**src/rtl/polynomial_arithmetic_unit_macros.svh**
```systemverilog
// Assertion macros for the polynomial arithmetic unit.
// Included by files that carry concurrent checks; depends on nothing else.
`ifndef POLYNOMIAL_ARITHMETIC_UNIT_MACROS_SVH
`define POLYNOMIAL_ARITHMETIC_UNIT_MACROS_SVH

`ifndef ASSERT_OFF

// ante holds in a cycle -> cons holds in the same cycle
`define PAU_ASSERT_SAME(label, ck, rn, ante, cons, msg) \
  label: assert property (@(posedge ck) disable iff (!rn) (ante) |-> (cons)) \
    else $error(msg);

// ante holds in a cycle -> cons holds in the next cycle
`define PAU_ASSERT_NEXT(label, ck, rn, ante, cons, msg) \
  label: assert property (@(posedge ck) disable iff (!rn) (ante) |=> (cons)) \
    else $error(msg);

`else

`define PAU_ASSERT_SAME(label, ck, rn, ante, cons, msg)
`define PAU_ASSERT_NEXT(label, ck, rn, ante, cons, msg)

`endif

`endif

```
**src/rtl/pau_pkg.sv**
```systemverilog
// Shared types and constants of the polynomial arithmetic unit.
// Used by pau_ctrl, pau_datapath and polynomial_arithmetic_unit; no dependencies.
`default_nettype none

package pau_pkg;

  // request field widths
  localparam int MODE_W    = 3;
  localparam int IN_COEF_W = 16;
  localparam int ACC_W     = 40;
  localparam int POWER_W   = 5;

  // request modes
  localparam logic [MODE_W-1:0] MODE_LOAD_A = 3'd0;
  localparam logic [MODE_W-1:0] MODE_LOAD_B = 3'd1;
  localparam logic [MODE_W-1:0] MODE_ADD    = 3'd2;
  localparam logic [MODE_W-1:0] MODE_SUB_AB = 3'd3;
  localparam logic [MODE_W-1:0] MODE_SUB_BA = 3'd4;
  localparam logic [MODE_W-1:0] MODE_MUL    = 3'd5;
  localparam logic [MODE_W-1:0] MODE_DERIV  = 3'd6;

  // datapath operation
  typedef enum logic [2:0] {
    OP_ADD,
    OP_SUB_AB,
    OP_SUB_BA,
    OP_MUL,
    OP_DER
  } pau_op_t;

  // one issued step into the datapath pipeline
  typedef struct packed {
    logic    valid;
    pau_op_t op;
    logic    a_zero;  // A term lies beyond the stored length
    logic    b_zero;  // B term lies beyond the stored length
    logic    first;   // first contribution to this power: restart the sum
    logic    emit;    // last contribution: the sum is a result coefficient
    logic    last;    // constant term of the result run
  } pau_cmd_t;

  // coefficient store write enables
  typedef struct packed {
    logic we_a;
    logic we_b;
  } pau_wr_t;

endpackage

`default_nettype wire

```
**src/rtl/polynomial_arithmetic_unit.sv**
```systemverilog
// Top level of the polynomial arithmetic unit: stream ports, controller and datapath.
// Depends on pau_pkg, pau_ctrl, pau_datapath and polynomial_arithmetic_unit_macros.svh.
//
// Channel  Dir  tdata                    tuser      tlast
// in_      in   coeff_in[15:0]           mode[2:0]  load_last
// out_     out  coeff_out[39:0],power    -          result_last
//
// A load request never holds off the next request; a mode 7 request is dropped.
// Add, subtract and derivative step one result term per cycle; multiply steps one
// multiply-accumulate per cycle on the single shared multiplier, lenA*lenB steps
// (256 at MAX_TERMS = 16); results then pass the read, stage and output registers.
// Reset needs no clearing pass; the unit takes requests in the cycle after reset.
// A stalled output register freezes the whole pipeline and the sequencer.
`default_nettype none

`include "polynomial_arithmetic_unit_macros.svh"

module polynomial_arithmetic_unit #(
  parameter int MAX_TERMS  = 16,
  parameter int COEF_WIDTH = 16
) (
  input  logic        clk,
  input  logic        rst_n,
  input  logic        in_tvalid,
  output logic        in_tready,
  input  logic [15:0] in_tdata,   // [15:0] coeff_in
  input  logic [2:0]  in_tuser,   // [2:0] mode
  input  logic        in_tlast,   // load_last
  output logic        out_tvalid,
  input  logic        out_tready,
  output logic [47:0] out_tdata,  // [39:0] coeff_out, [44:40] power, [47:45] zero
  output logic        out_tlast   // result_last
);
  import pau_pkg::*;

  localparam int AW = $clog2(MAX_TERMS);
  localparam int PW = $clog2(2 * MAX_TERMS);

  pau_wr_t                 wr;
  pau_cmd_t                cmd;
  logic [AW-1:0]           wr_addr, addr_a, addr_b;
  logic [PW-1:0]           power, res_power;
  logic                    adv;
  logic signed [ACC_W-1:0] res_coeff;

  pau_ctrl #(
    .MAX_TERMS (MAX_TERMS)
  ) u_ctrl (
    .clk       (clk),
    .rst_n     (rst_n),
    .req_valid (in_tvalid),
    .req_ready (in_tready),
    .req_mode  (in_tuser),
    .req_last  (in_tlast),
    .adv       (adv),
    .wr        (wr),
    .wr_addr   (wr_addr),
    .cmd       (cmd),
    .addr_a    (addr_a),
    .addr_b    (addr_b),
    .power     (power)
  );

  pau_datapath #(
    .MAX_TERMS  (MAX_TERMS),
    .COEF_WIDTH (COEF_WIDTH)
  ) u_datapath (
    .clk       (clk),
    .rst_n     (rst_n),
    .wr        (wr),
    .wr_addr   (wr_addr),
    .wr_data   (signed'(in_tdata)),
    .cmd       (cmd),
    .addr_a    (addr_a),
    .addr_b    (addr_b),
    .power     (power),
    .adv       (adv),
    .res_valid (out_tvalid),
    .res_ready (out_tready),
    .res_coeff (res_coeff),
    .res_power (res_power),
    .res_last  (out_tlast)
  );

  // result packing
  assign out_tdata = {3'b000, POWER_W'(res_power), res_coeff};

  // the constant term closes every result run
  `PAU_ASSERT_SAME(a_last_is_const, clk, rst_n, out_tvalid && out_tlast, out_tdata[44:40] == 5'd0, "last result term is not the constant term")

  // a compute request holds off the next request: ready is low in the cycle after it
  `PAU_ASSERT_NEXT(a_compute_busy, clk, rst_n, in_tvalid && in_tready && in_tuser >= MODE_ADD && in_tuser <= MODE_DERIV, !in_tready, "ready after compute request")

  // a load request never blocks the next one
  `PAU_ASSERT_NEXT(a_load_ready, clk, rst_n, in_tvalid && in_tready && (in_tuser == MODE_LOAD_A || in_tuser == MODE_LOAD_B), in_tready, "load request dropped ready")

endmodule

`default_nettype wire

```
**src/rtl/pau_ctrl.sv**
```systemverilog
// Controller of the polynomial arithmetic unit: load bookkeeping and step sequencer.
// Depends on pau_pkg; drives the command port of pau_datapath.
`default_nettype none

module pau_ctrl #(
  parameter int MAX_TERMS = 16,
  localparam int AW = $clog2(MAX_TERMS),
  localparam int CW = $clog2(MAX_TERMS + 1),
  localparam int PW = $clog2(2 * MAX_TERMS)
) (
  input  logic                      clk,
  input  logic                      rst_n,
  input  logic                      req_valid,
  output logic                      req_ready,
  input  logic [pau_pkg::MODE_W-1:0] req_mode,
  input  logic                      req_last,
  input  logic                      adv,
  output pau_pkg::pau_wr_t          wr,
  output logic [AW-1:0]             wr_addr,
  output pau_pkg::pau_cmd_t         cmd,
  output logic [AW-1:0]             addr_a,
  output logic [AW-1:0]             addr_b,
  output logic [PW-1:0]             power
);
  import pau_pkg::*;

  typedef enum logic {ST_IDLE, ST_RUN} state_t;

  state_t        state_r, state_nxt;
  logic [CW-1:0] cnt_a_r, cnt_a_nxt, cnt_b_r, cnt_b_nxt;
  logic          rs_a_r, rs_a_nxt, rs_b_r, rs_b_nxt;
  logic [CW-1:0] la_r, la_nxt, lb_r, lb_nxt;
  pau_op_t       op_r, op_nxt;
  logic          empty_r, empty_nxt;
  logic [PW-1:0] p_r, p_nxt;
  logic [AW-1:0] i_r, i_nxt;

  logic          accept;
  logic [CW-1:0] cur_a, cur_b;
  logic [PW-1:0] la_p, lb_p, ca_p, cb_p, len, p_dec, i_hi, i_p;

  // lowest A index that meets a B term for output power x
  function automatic logic [PW-1:0] lo_of(input logic [PW-1:0] x,
                                          input logic [PW-1:0] lbv);
    logic [PW-1:0] r;
    r = '0;
    if (x >= lbv) r = x - lbv + PW'(1);
    return r;
  endfunction

  assign accept    = req_valid && (state_r == ST_IDLE);
  assign req_ready = (state_r == ST_IDLE);

  assign la_p  = PW'(la_r);
  assign lb_p  = PW'(lb_r);
  assign ca_p  = PW'(cnt_a_r);
  assign cb_p  = PW'(cnt_b_r);
  assign p_dec = p_r - PW'(1);
  assign i_p   = PW'(i_r);
  assign i_hi  = (p_r < la_p) ? p_r : la_p - PW'(1);
  assign cur_a = rs_a_r ? '0 : cnt_a_r;
  assign cur_b = rs_b_r ? '0 : cnt_b_r;

  // result length of the requested operation
  always_comb begin
    case (req_mode)
      MODE_MUL:   len = (ca_p == '0 || cb_p == '0) ? '0 : ca_p + cb_p - PW'(1);
      MODE_DERIV: len = (ca_p == '0) ? '0 : ca_p - PW'(1);
      default:    len = (ca_p > cb_p) ? ca_p : cb_p;
    endcase
  end

  // next state, store writes and step issue
  always_comb begin
    state_nxt = state_r;
    cnt_a_nxt = cnt_a_r;
    cnt_b_nxt = cnt_b_r;
    rs_a_nxt  = rs_a_r;
    rs_b_nxt  = rs_b_r;
    la_nxt    = la_r;
    lb_nxt    = lb_r;
    op_nxt    = op_r;
    empty_nxt = empty_r;
    p_nxt     = p_r;
    i_nxt     = i_r;
    wr        = '0;
    wr_addr   = '0;
    cmd       = '0;
    addr_a    = '0;
    addr_b    = '0;
    power     = p_r;

    case (state_r)
      ST_IDLE: begin
        if (accept) begin
          case (req_mode)
            MODE_LOAD_A: begin
              if (cur_a < CW'(MAX_TERMS)) begin
                wr.we_a   = 1'b1;
                wr_addr   = AW'(cur_a);
                cnt_a_nxt = cur_a + CW'(1);
              end else begin
                cnt_a_nxt = cur_a;
              end
              rs_a_nxt = req_last;
            end
            MODE_LOAD_B: begin
              if (cur_b < CW'(MAX_TERMS)) begin
                wr.we_b   = 1'b1;
                wr_addr   = AW'(cur_b);
                cnt_b_nxt = cur_b + CW'(1);
              end else begin
                cnt_b_nxt = cur_b;
              end
              rs_b_nxt = req_last;
            end
            MODE_ADD, MODE_SUB_AB, MODE_SUB_BA, MODE_MUL, MODE_DERIV: begin
              state_nxt = ST_RUN;
              la_nxt    = cnt_a_r;
              lb_nxt    = cnt_b_r;
              case (req_mode)
                MODE_ADD:    op_nxt = OP_ADD;
                MODE_SUB_AB: op_nxt = OP_SUB_AB;
                MODE_SUB_BA: op_nxt = OP_SUB_BA;
                MODE_MUL:    op_nxt = OP_MUL;
                default:     op_nxt = OP_DER;
              endcase
              if (len == '0) begin
                empty_nxt = 1'b1;
                p_nxt     = '0;
                i_nxt     = '0;
                op_nxt    = OP_ADD;
              end else begin
                empty_nxt = 1'b0;
                p_nxt     = len - PW'(1);
                i_nxt     = AW'(lo_of(len - PW'(1), cb_p));
              end
            end
            default: begin
              // unused mode: dropped
            end
          endcase
        end
      end

      ST_RUN: begin
        cmd.valid = 1'b1;
        cmd.op    = op_r;
        if (empty_r) begin
          // nothing stored: a single zero constant term
          cmd.a_zero = 1'b1;
          cmd.b_zero = 1'b1;
          cmd.first  = 1'b1;
          cmd.emit   = 1'b1;
          cmd.last   = 1'b1;
        end else begin
          case (op_r)
            OP_MUL: begin
              addr_a    = AW'(la_p - PW'(1) - i_p);
              addr_b    = AW'(lb_p - PW'(1) - p_r + i_p);
              cmd.first = (i_p == lo_of(p_r, lb_p));
              cmd.emit  = (i_p == i_hi);
              cmd.last  = (i_p == i_hi) && (p_r == '0);
            end
            OP_DER: begin
              addr_a    = AW'(la_p - PW'(2) - p_r);
              cmd.first = 1'b1;
              cmd.emit  = 1'b1;
              cmd.last  = (p_r == '0);
            end
            default: begin
              addr_a     = AW'(la_p - PW'(1) - p_r);
              addr_b     = AW'(lb_p - PW'(1) - p_r);
              cmd.a_zero = (p_r >= la_p);
              cmd.b_zero = (p_r >= lb_p);
              cmd.first  = 1'b1;
              cmd.emit   = 1'b1;
              cmd.last   = (p_r == '0);
            end
          endcase
        end
        // step on only when the pipeline moves
        if (adv) begin
          if (cmd.emit) begin
            if (cmd.last) begin
              state_nxt = ST_IDLE;
            end else begin
              p_nxt = p_dec;
              i_nxt = AW'(lo_of(p_dec, lb_p));
            end
          end else begin
            i_nxt = i_r + AW'(1);
          end
        end
      end

      default: state_nxt = ST_IDLE;
    endcase
  end

  // state and sequencer registers
  always_ff @(posedge clk) begin
    if (!rst_n) begin
      state_r <= ST_IDLE;
      cnt_a_r <= '0;
      cnt_b_r <= '0;
      rs_a_r  <= 1'b1;
      rs_b_r  <= 1'b1;
      la_r    <= '0;
      lb_r    <= '0;
      op_r    <= OP_ADD;
      empty_r <= 1'b0;
      p_r     <= '0;
      i_r     <= '0;
    end else begin
      state_r <= state_nxt;
      cnt_a_r <= cnt_a_nxt;
      cnt_b_r <= cnt_b_nxt;
      rs_a_r  <= rs_a_nxt;
      rs_b_r  <= rs_b_nxt;
      la_r    <= la_nxt;
      lb_r    <= lb_nxt;
      op_r    <= op_nxt;
      empty_r <= empty_nxt;
      p_r     <= p_nxt;
      i_r     <= i_nxt;
    end
  end

endmodule

`default_nettype wire

```
**src/rtl/pau_datapath.sv**
```systemverilog
// Datapath of the polynomial arithmetic unit: coefficient stores, shared
// multiplier, accumulator and output register. Depends on pau_pkg.
`default_nettype none

module pau_datapath #(
  parameter int MAX_TERMS  = 16,
  parameter int COEF_WIDTH = 16,
  localparam int AW = $clog2(MAX_TERMS),
  localparam int PW = $clog2(2 * MAX_TERMS),
  localparam int MW = (COEF_WIDTH > 7) ? COEF_WIDTH : 7
) (
  input  logic                                clk,
  input  logic                                rst_n,
  input  pau_pkg::pau_wr_t                    wr,
  input  logic [AW-1:0]                       wr_addr,
  input  logic signed [pau_pkg::IN_COEF_W-1:0] wr_data,
  input  pau_pkg::pau_cmd_t                   cmd,
  input  logic [AW-1:0]                       addr_a,
  input  logic [AW-1:0]                       addr_b,
  input  logic [PW-1:0]                       power,
  output logic                                adv,
  output logic                                res_valid,
  input  logic                                res_ready,
  output logic signed [pau_pkg::ACC_W-1:0]    res_coeff,
  output logic [PW-1:0]                       res_power,
  output logic                                res_last
);
  import pau_pkg::*;

  logic signed [COEF_WIDTH-1:0] mem_a [MAX_TERMS];
  logic signed [COEF_WIDTH-1:0] mem_b [MAX_TERMS];

  pau_cmd_t                     c1_r, c2_r;
  logic [PW-1:0]                p1_r, p2_r;
  logic signed [COEF_WIDTH-1:0] rd_a_r, rd_b_r;
  logic signed [ACC_W-1:0]      val2_r, acc_r, out_coeff_r;
  logic [PW-1:0]                out_power_r;
  logic                         out_last_r, out_valid_r;

  logic signed [COEF_WIDTH-1:0]    ea, eb;
  logic signed [MW-1:0]            mb;
  logic signed [COEF_WIDTH+MW-1:0] prod;
  logic signed [ACC_W-1:0]         val1, acc_sum;

  // whole pipeline moves when the output register can take a value
  assign adv = !out_valid_r || res_ready;

  // stores: one write port, one registered read port each
  always_ff @(posedge clk) begin
    if (wr.we_a) mem_a[wr_addr] <= COEF_WIDTH'(wr_data);
    if (wr.we_b) mem_b[wr_addr] <= COEF_WIDTH'(wr_data);
    if (adv) begin
      rd_a_r <= mem_a[addr_a];
      rd_b_r <= mem_b[addr_b];
      p1_r   <= power;
    end
  end

  // stage 1: operand select, shared multiplier, add/subtract
  assign ea   = c1_r.a_zero ? '0 : rd_a_r;
  assign eb   = c1_r.b_zero ? '0 : rd_b_r;
  assign mb   = (c1_r.op == OP_DER) ? MW'(p1_r) + MW'(1) : MW'(eb);
  assign prod = ea * mb;

  always_comb begin
    case (c1_r.op)
      OP_ADD:    val1 = ACC_W'(ea) + ACC_W'(eb);
      OP_SUB_AB: val1 = ACC_W'(ea) - ACC_W'(eb);
      OP_SUB_BA: val1 = ACC_W'(eb) - ACC_W'(ea);
      default:   val1 = ACC_W'(prod);
    endcase
  end

  always_ff @(posedge clk) begin
    if (adv) begin
      val2_r <= val1;
      p2_r   <= p1_r;
    end
  end

  // stage 2: accumulate the contributions to one power
  assign acc_sum = (c2_r.first ? '0 : acc_r) + val2_r;

  always_ff @(posedge clk) begin
    if (adv && c2_r.valid) acc_r <= acc_sum;
    if (adv && c2_r.valid && c2_r.emit) begin
      out_coeff_r <= acc_sum;
      out_power_r <= p2_r;
      out_last_r  <= c2_r.last;
    end
  end

  // pipeline control
  always_ff @(posedge clk) begin
    if (!rst_n) begin
      c1_r        <= '0;
      c2_r        <= '0;
      out_valid_r <= 1'b0;
    end else if (adv) begin
      c1_r        <= cmd;
      c2_r        <= c1_r;
      out_valid_r <= c2_r.valid && c2_r.emit;
    end
  end

  assign res_valid = out_valid_r;
  assign res_coeff = out_coeff_r;
  assign res_power = out_power_r;
  assign res_last  = out_last_r;

endmodule

`default_nettype wire

```
**config.mk**
```make
export PLATFORM = sky130hd
export DESIGN_NAME = polynomial_arithmetic_unit
export DESIGN_NICKNAME = d
export VERILOG_FILES = /design/src/rtl/pau_pkg.sv /design/src/rtl/polynomial_arithmetic_unit.sv /design/src/rtl/pau_ctrl.sv /design/src/rtl/pau_datapath.sv
export VERILOG_INCLUDE_DIRS = /design/src /design/src/rtl
export SDC_FILE = /design/constraint.sdc
export NUM_CORES = 2
export LEC_CHECK = 0
export BUFFER_PORTS_ARGS = -buffer_cell sky130_fd_sc_hd__buf_4
export CAP_MARGIN = 30
export CORE_MARGIN = 5
export CORE_UTILIZATION = 60
export DETAILED_ROUTE_END_ITERATION = 7
export PLACE_DENSITY = 0.73
export SYNTH_ARGS = -nofsm -noshare
export SYNTH_HDL_FRONTEND = slang
export SYNTH_SLANG_ARGS = --single-unit
```
**constraint.sdc**
```tcl
create_clock -name clk -period 13.36 [get_ports clk]
set_input_delay 1.336 -clock clk [delete_from_list [all_inputs] [get_ports clk]]
set_output_delay 1.336 -clock clk [all_outputs]
set_load 0.01 [all_outputs]
```
# Yosys cells after proc, flatten, opt, wreduce, memory -nomap -nowiden
# Memory sizes are Yosys's and may differ from the RTL's. A register that Yosys moved wholly into a read port is not among the register bits.
# Cells that the tools add are included.
# W data, S select, Z words.
[word_totals]
register_bits = 186
ramBits = 512
in_bits = 24
out_inout_bits = 51
wordCells = 178
n_memories = 2
[classes]
addsub = 27
mul = 1
n_lt_le_gt_ge = 8
n_eq_ne = 19
n_mux = 69
n_bitwise = 1
n_reduce_logical = 21
[memory_table]
columns = ["name", "depth", "width", "read_ports", "rd_ports_with_merged_regs", "write_ports", "line", "text"]
rows = [
  ["u_datapath.mem_a", 16, 16, 1, 1, 1, "pau_datapath.sv:30", "logic signed [COEF_WIDTH-1:0] mem_a [MAX_TERMS];"],
  ["u_datapath.mem_b", 16, 16, 1, 1, 1, "pau_datapath.sv:31", "logic signed [COEF_WIDTH-1:0] mem_b [MAX_TERMS];"],
]
[ops]
columns = ["operator", "count"]
rows = [
  ["$pmux W40 S3", 1],
  ["$mux W5", 20],
  ["$mux W4", 16],
  ["$mux W16", 3],
  ["$add A40 B40 Y40", 1],
  ["$mux W40", 1],
  ["$sub A16 B16 Y17", 2],
  ["$mul A16 B16 Y32", 1],
  ["$pmux W4 S2", 4],
  ["$sub A5 B1 Y5 const B", 5],
  ["$sub A4 B4 Y4", 6],
  ["$ge A5 B5 Y1", 4],
  ["$logic_not A5 Y1", 4],
  ["$pmux W5 S2", 2],
  ["$add A16 B16 Y17", 1],
  ["$add A5 B1 Y5 const B", 3],
  ["$eq A3 B3 Y1 const B", 5],
  ["$mux W1", 14],
  ["$add A4 B1 Y4 const B", 3],
  ["$eq A3 B2 Y1 const B", 4],
  ["$pmux W3 S4", 1],
  ["$eq A4 B5 Y1", 2],
  ["$lt A5 B5 Y1 const B", 2],
  ["$mux W9", 1],
  ["25 further kinds", 40],
]

# Logic depth before layout (Yosys ltp)
[depth]
ltp_word = 14
mapped_depth = 28
ltp_nobuf = 27

# By module
# From an unflattened synthesis, not the netlist that was laid out.
[hier_totals]
cells_unflattened = 3409
area_unflattened_um2 = 43636.9
[modules_own_cells]
columns = ["module", "instances", "cells_each", "area_each_um2", "seq_area_each_um2"]
rows = [
  ["pau_datapath", 1, 2849, 39392.8, 20459.6],
  ["pau_ctrl", 1, 556, 4217.8, 720.7],
  ["polynomial_arithmetic_unit", 1, 4, 26.3, 0.0],
]

# Worst setup path before layout
# OpenSTA, ideal clock, no wires.
[synth_path]
path_kind = "register to register"
startpoint = "register u_datapath.c1_r[5] (netlist name)"
endpoint = "register u_datapath.val2_r[30], data pin"
setup_time_ns = 0.264
arrival_ns = 6.925
required_ns = 13.096
slack_ns = 6.171
path_stages_with_launch = 27
n_path_buf = 4
period_less_slack_ns = 7.189
cell_sequence = "dfxtp_1 -> clkbuf_1 -> nor2_1 -> nand2_1 -> clkbuf_1 -> clkbuf_1 -> a21oi_1 -> clkbuf_1 -> nand2_1 -> fa_1 -> fa_1 -> inv_1 -> fa_1 -> fa_1 -> fa_1 -> inv_1 -> fa_1 -> inv_1 -> ha_1 -> a21oi_1 -> o21ai_0 -> a21oi_1 -> o21ai_0 -> or3b_2 -> o21ai_0 -> xor2_1 -> o21ai_1"
[synth_between]
elab_chain_len = 4
[synth_lines]
columns = ["item", "line", "text"]
rows = [
  ["start: declaration", "pau_datapath.sv:33", "pau_cmd_t c1_r, c2_r;"],
  ["start signal: assignment", "pau_datapath.sv:100", "c1_r <= cmd;"],
  ["$eq A3 B3 Y1", "pau_datapath.sv:62", "assign mb = (c1_r.op == OP_DER) ? MW'(p1_r) + MW'(1) : MW'(eb);"],
  ["$mux W16", "pau_datapath.sv:62", ""],
  ["$mul A16 B16 Y32", "pau_datapath.sv:63", "assign prod = ea * mb;"],
  ["$pmux W40 S3 (*)", "pau_datapath.sv:66", "case (c1_r.op)"],
  ["net u_datapath.val1[30]", "pau_datapath.sv:43", "logic signed [ACC_W-1:0] val1, acc_sum;"],
  ["end signal: assignment", "pau_datapath.sv:76", "val2_r <= val1;"],
  ["end: declaration", "pau_datapath.sv:36", "logic signed [ACC_W-1:0] val2_r, acc_r, out_coeff_r;"],
]
# The timed path passes the listed nets; every way through them passes the cells marked *.
# A chain may end at the register's enable or synchronous reset.

# Worst setup path in the final report
[layout_path]
startpoint = "register u_datapath.c1_r[6] (netlist name)"
endpoint = "register u_datapath.val2_r[30], data pin"
# Same word-level chain as after synthesis.

==> results.json <==
{
  "grt_pass1_vias": 30352,
  "finalSetupViolCount": 0,
  "period_share_pct": 62.9,
  "worst_setup_path_end_kind": "register",
  "r2r_start": "u_datapath.c1_r[6]$_SDFFE_PN0N_",
  "async_flop_share_pct": 0,
  "cp.required_ns": 13.72,
  "dpl.hpwl_mm": 75.0,
  "grt_max_degree": 89,
  "yosysTopAreaCellShare_pct": 44.9,
  "maxCapViolCount": 0,
  "path_class": "register to register",
  "rr_worst_depth": 23,
  "place.gp.congestion": 0.964,
  "dieArea_sq_um": 80400,
  "status": "completed",
  "root_buffer": "clkbuf_16",
  "drive_gt1_share_pct": 7.91,
  "clock_latency_ns": 0.65,
  "htreeDepth": 3,
  "grt_setup_unrepaired": "no",
  "die_h_um": 284,
  "fin_setup_tns_ns": 0,
  "cts_buffers": 76,
  "synthesis.area_sq_um": 44900,
  "clock_skew_ns": 0.0452,
  "synth_seq_cells": 722,
  "routedWlPerCell_um": 21.7,
  "holdCritPathClass": "register to register",
  "wl_mm": 110,
  "area_growth_pct": 9.15,
  "rrSetupSlack_ns": 4.95,
  "final_hold_viol_count": 0,
  "synth_warnings": 0,
  "start_util_pct": 60.4,
  "synth_edf_count": 672,
  "seq_area_frac_synth_pct": 47.2,
  "core-area_sq_um": 74300,
  "drt_iter0_markers": 2470,
  "io_buffer_count": 71,
  "crit_end": "u_datapath.val2_r[30]$_DFFE_PN_",
  "setup.worst_path.start_class": "register",
  "cp_max_fo": 21,
  "avgSynthCellArea_sq_um": 11.2,
  "cts_buffer_depth": 3,
  "slew_viol_final": 0,
  "dp.cells": 4926,
  "drtAntennaViolNets": 0,
  "post-cts-setup-buffer-count": 0,
  "relSlewSlack_pct": 32.0,
  "period_minus_slack_ns": 8.41,
  "route.detailed.drc": 0,
  "fin_cells": 5067,
  "avgViaCountPerCell": 5.98,
  "design.portCount": 75,
  "postSynthCellCount": 4008,
  "antenna_cells": 0,
  "synth.top_cells.by_area": "edfxtp_1 45%, fa_1 12%, ha_1 6.6%",
  "cts_tree": "done",
  "ctsHoldBuffers": 0,
  "clk_pin_slew_ns": 0.06,
  "antenna_found_initial": 0,
  "synth_top_area_cell": "edfxtp_1",
  "grt_use_total_pct": 27.0,
  "cts_resized": 0,
  "reg2reg_to": "u_datapath.val2_r[30]$_DFFE_PN_",
  "fmax_ghz": 0.119,
  "cts.sinks": 722,
  "startpoint": "u_datapath.c1_r[6]$_SDFFE_PN0N_",
  "worst_ep_arrival_time_ns": 8.77,
  "grt_pass1_wl_mm": 172,
  "num_vias": 30308,
  "placementRows": 100,
  "nets": 4573,
  "netlist-cell-type-count": 97,
  "gr-total-overflow": 0,
  "worstMarginPinSlew_ns": 1.02,
  "die_w_um": 284,
  "synth_ff_type": "edfxtp_1",
  "first_pass_iters": 6
}
[critical path: stages, from the launching register on]
cell	delay, ns
dfxtp_1	0.73
nor2_1	0.24
nand2_1	0.57
nor2_1	0.14
a21oi_1	0.73
nand2_1	0.24
fa_1	0.74
fa_1	0.51
inv_1	0.25
fa_1	0.49
fa_1	0.51
fa_1	0.49
inv_1	0.05
fa_1	0.47
inv_1	0.04
ha_1	0.34
a21oi_1	0.24
o21ai_0	0.13
a21oi_1	0.15
o21ai_0	0.15
or3b_2	0.49
o21ai_0	0.22
xor2_1	0.17
o21ai_1	0.07
[cell families (layout without fill, tap and decap cells)]
logic type | count (synthesis) | count (layout) | share of synthesized area (%)
flops | 722 | 722 | 47.2
fa+ha+maj | 512 | 512 | 18.9
compound gates | 778 | 778 | 11.5
xor+xnor | 134 | 134 | 2.61
buf+inv | 639 | 727 | 5.52
simple gates | 1086 | 1086 | 11.3
other cells | 1 | 3 | 0.00835
mux | 136 | 136 | 3.08
[cells in the final DEF, fill, tap and decap left out, drive strengths merged, types with 9 or more instances in the layout]
| cell | Yosys | routed |
|---|---|---|
| a221oi | 13 | 13 |
| nand3b | 9 | 9 |
| nand3 | 40 | 40 |
| mux2 | 18 | 18 |
| xor2 | 47 | 47 |
| o21a | 21 | 21 |
| dfxtp | 50 | 50 |
| ha | 236 | 236 |
| a21o | 42 | 42 |
| a311oi | 37 | 37 |
| a21oi | 173 | 173 |
| mux2i | 118 | 118 |
| o21ai | 165 | 165 |
| fa | 276 | 276 |
| a211oi | 74 | 74 |
| or3 | 68 | 68 |
| nand2 | 372 | 372 |
| a22oi | 17 | 17 |
| inv | 431 | 434 |
| clkinv | 7 | 44 |
| buf | 61 | 150 |
| a31oi | 53 | 53 |
| nor2b | 85 | 85 |
| clkbuf | 140 | 94 |
| o211ai | 88 | 88 |
| nand4 | 10 | 10 |
| edfxtp | 672 | 672 |
| nand2b | 31 | 31 |
| and2 | 62 | 62 |
| xnor2 | 87 | 87 |
| o31ai | 15 | 15 |
| o22ai | 9 | 9 |
| nor3 | 41 | 41 |
| o21bai | 15 | 15 |
| nor2 | 326 | 326 |
| nor4 | 11 | 11 |
[per-stage QoR]
step	worst slack [ns]	hold slack [ns]	area [sq um]	utilization, %
2_1_floorplan	6.17	0.400	44900	-
3_3_place_gp	5.20	0.404	46500	62.5
3_5_place_dp	4.96	0.405	46500	62.6
4_1_cts	5.01	0.419	49000	65.9
5_1_grt	4.47	0.421	49000	66.0
6_report	4.95	0.418	49000	66.0
[flip-flops by register name (all words and copies together) (netlist names), 9 cells and up]
signal	flops
u_datapath.rd_a_r	16
u_datapath.rd_b_r	16
u_datapath.acc_r	40
u_datapath.res_coeff	40
u_datapath.mem_b	256
u_datapath.c1_r	9
u_datapath.val2_r	32
u_datapath.mem_a	256
[cell type report]
class                           instances  area [sq um]
Timing Repair Buffer                  150          1190
Fill cell                            5651         25300
Multi-Input combinational cell       2649         21300
Tap cell                              969          1210
Inverter                              438          1650
Clock buffer                           94          1980
Sequential cell                       722         21200
Clock inverter                         45           478
[per-layer routing]
layer	track usage (%)	vias up	part of all wire (%)
met5	0	-	0
met4	9.76	0	3.7
met3	4.29	232	7.1
met2	45.1	1127	48
met1	36.3	14887	41
li1	-	14062	-
[synthesized netlist by cell type (all sizes together) (9+ instances only)]
library cell,count
a211oi,74
a21o,42
a21oi,173
a221oi,13
a22oi,17
a311oi,37
a31oi,53
and2,62
buf,61
clkbuf,140
dfxtp,50
edfxtp,672
fa,276
ha,236
inv,431
mux2,18
mux2i,118
nand2,372
nand2b,31
nand3,40
nand3b,9
nand4,10
nor2,326
nor2b,85
nor3,41
nor4,11
o211ai,88
o21a,21
o21ai,165
o21bai,15
o22ai,9
o31ai,15
or3,68
xnor2,87
xor2,47
[worst min path at each step]
stage | from | endpoint | depth (start not counted)
3_5_place_dp | u_datapath.p2_r[0]$_DFFE_PN_ | u_datapath.res_power[0]$_DFFE_PP_ | 0
4_1_cts | u_datapath.p2_r[0]$_DFFE_PN_ | u_datapath.res_power[0]$_DFFE_PP_ | 0
5_1_grt | u_datapath.p2_r[2]$_DFFE_PN_ | u_datapath.res_power[2]$_DFFE_PP_ | 0
2_1_floorplan | u_datapath.p2_r[0]$_DFFE_PN_ | u_datapath.res_power[0]$_DFFE_PP_ | 0
6_report | u_datapath.p2_r[3]$_DFFE_PN_ | u_datapath.res_power[3]$_DFFE_PP_ | 0
3_3_place_gp | u_datapath.p2_r[3]$_DFFE_PN_ | u_datapath.res_power[3]$_DFFE_PP_ | 0
Power is left out: the tool's default activity adds up to more than one toggle a clock period on the data nets, which glitch-free logic cannot reach.
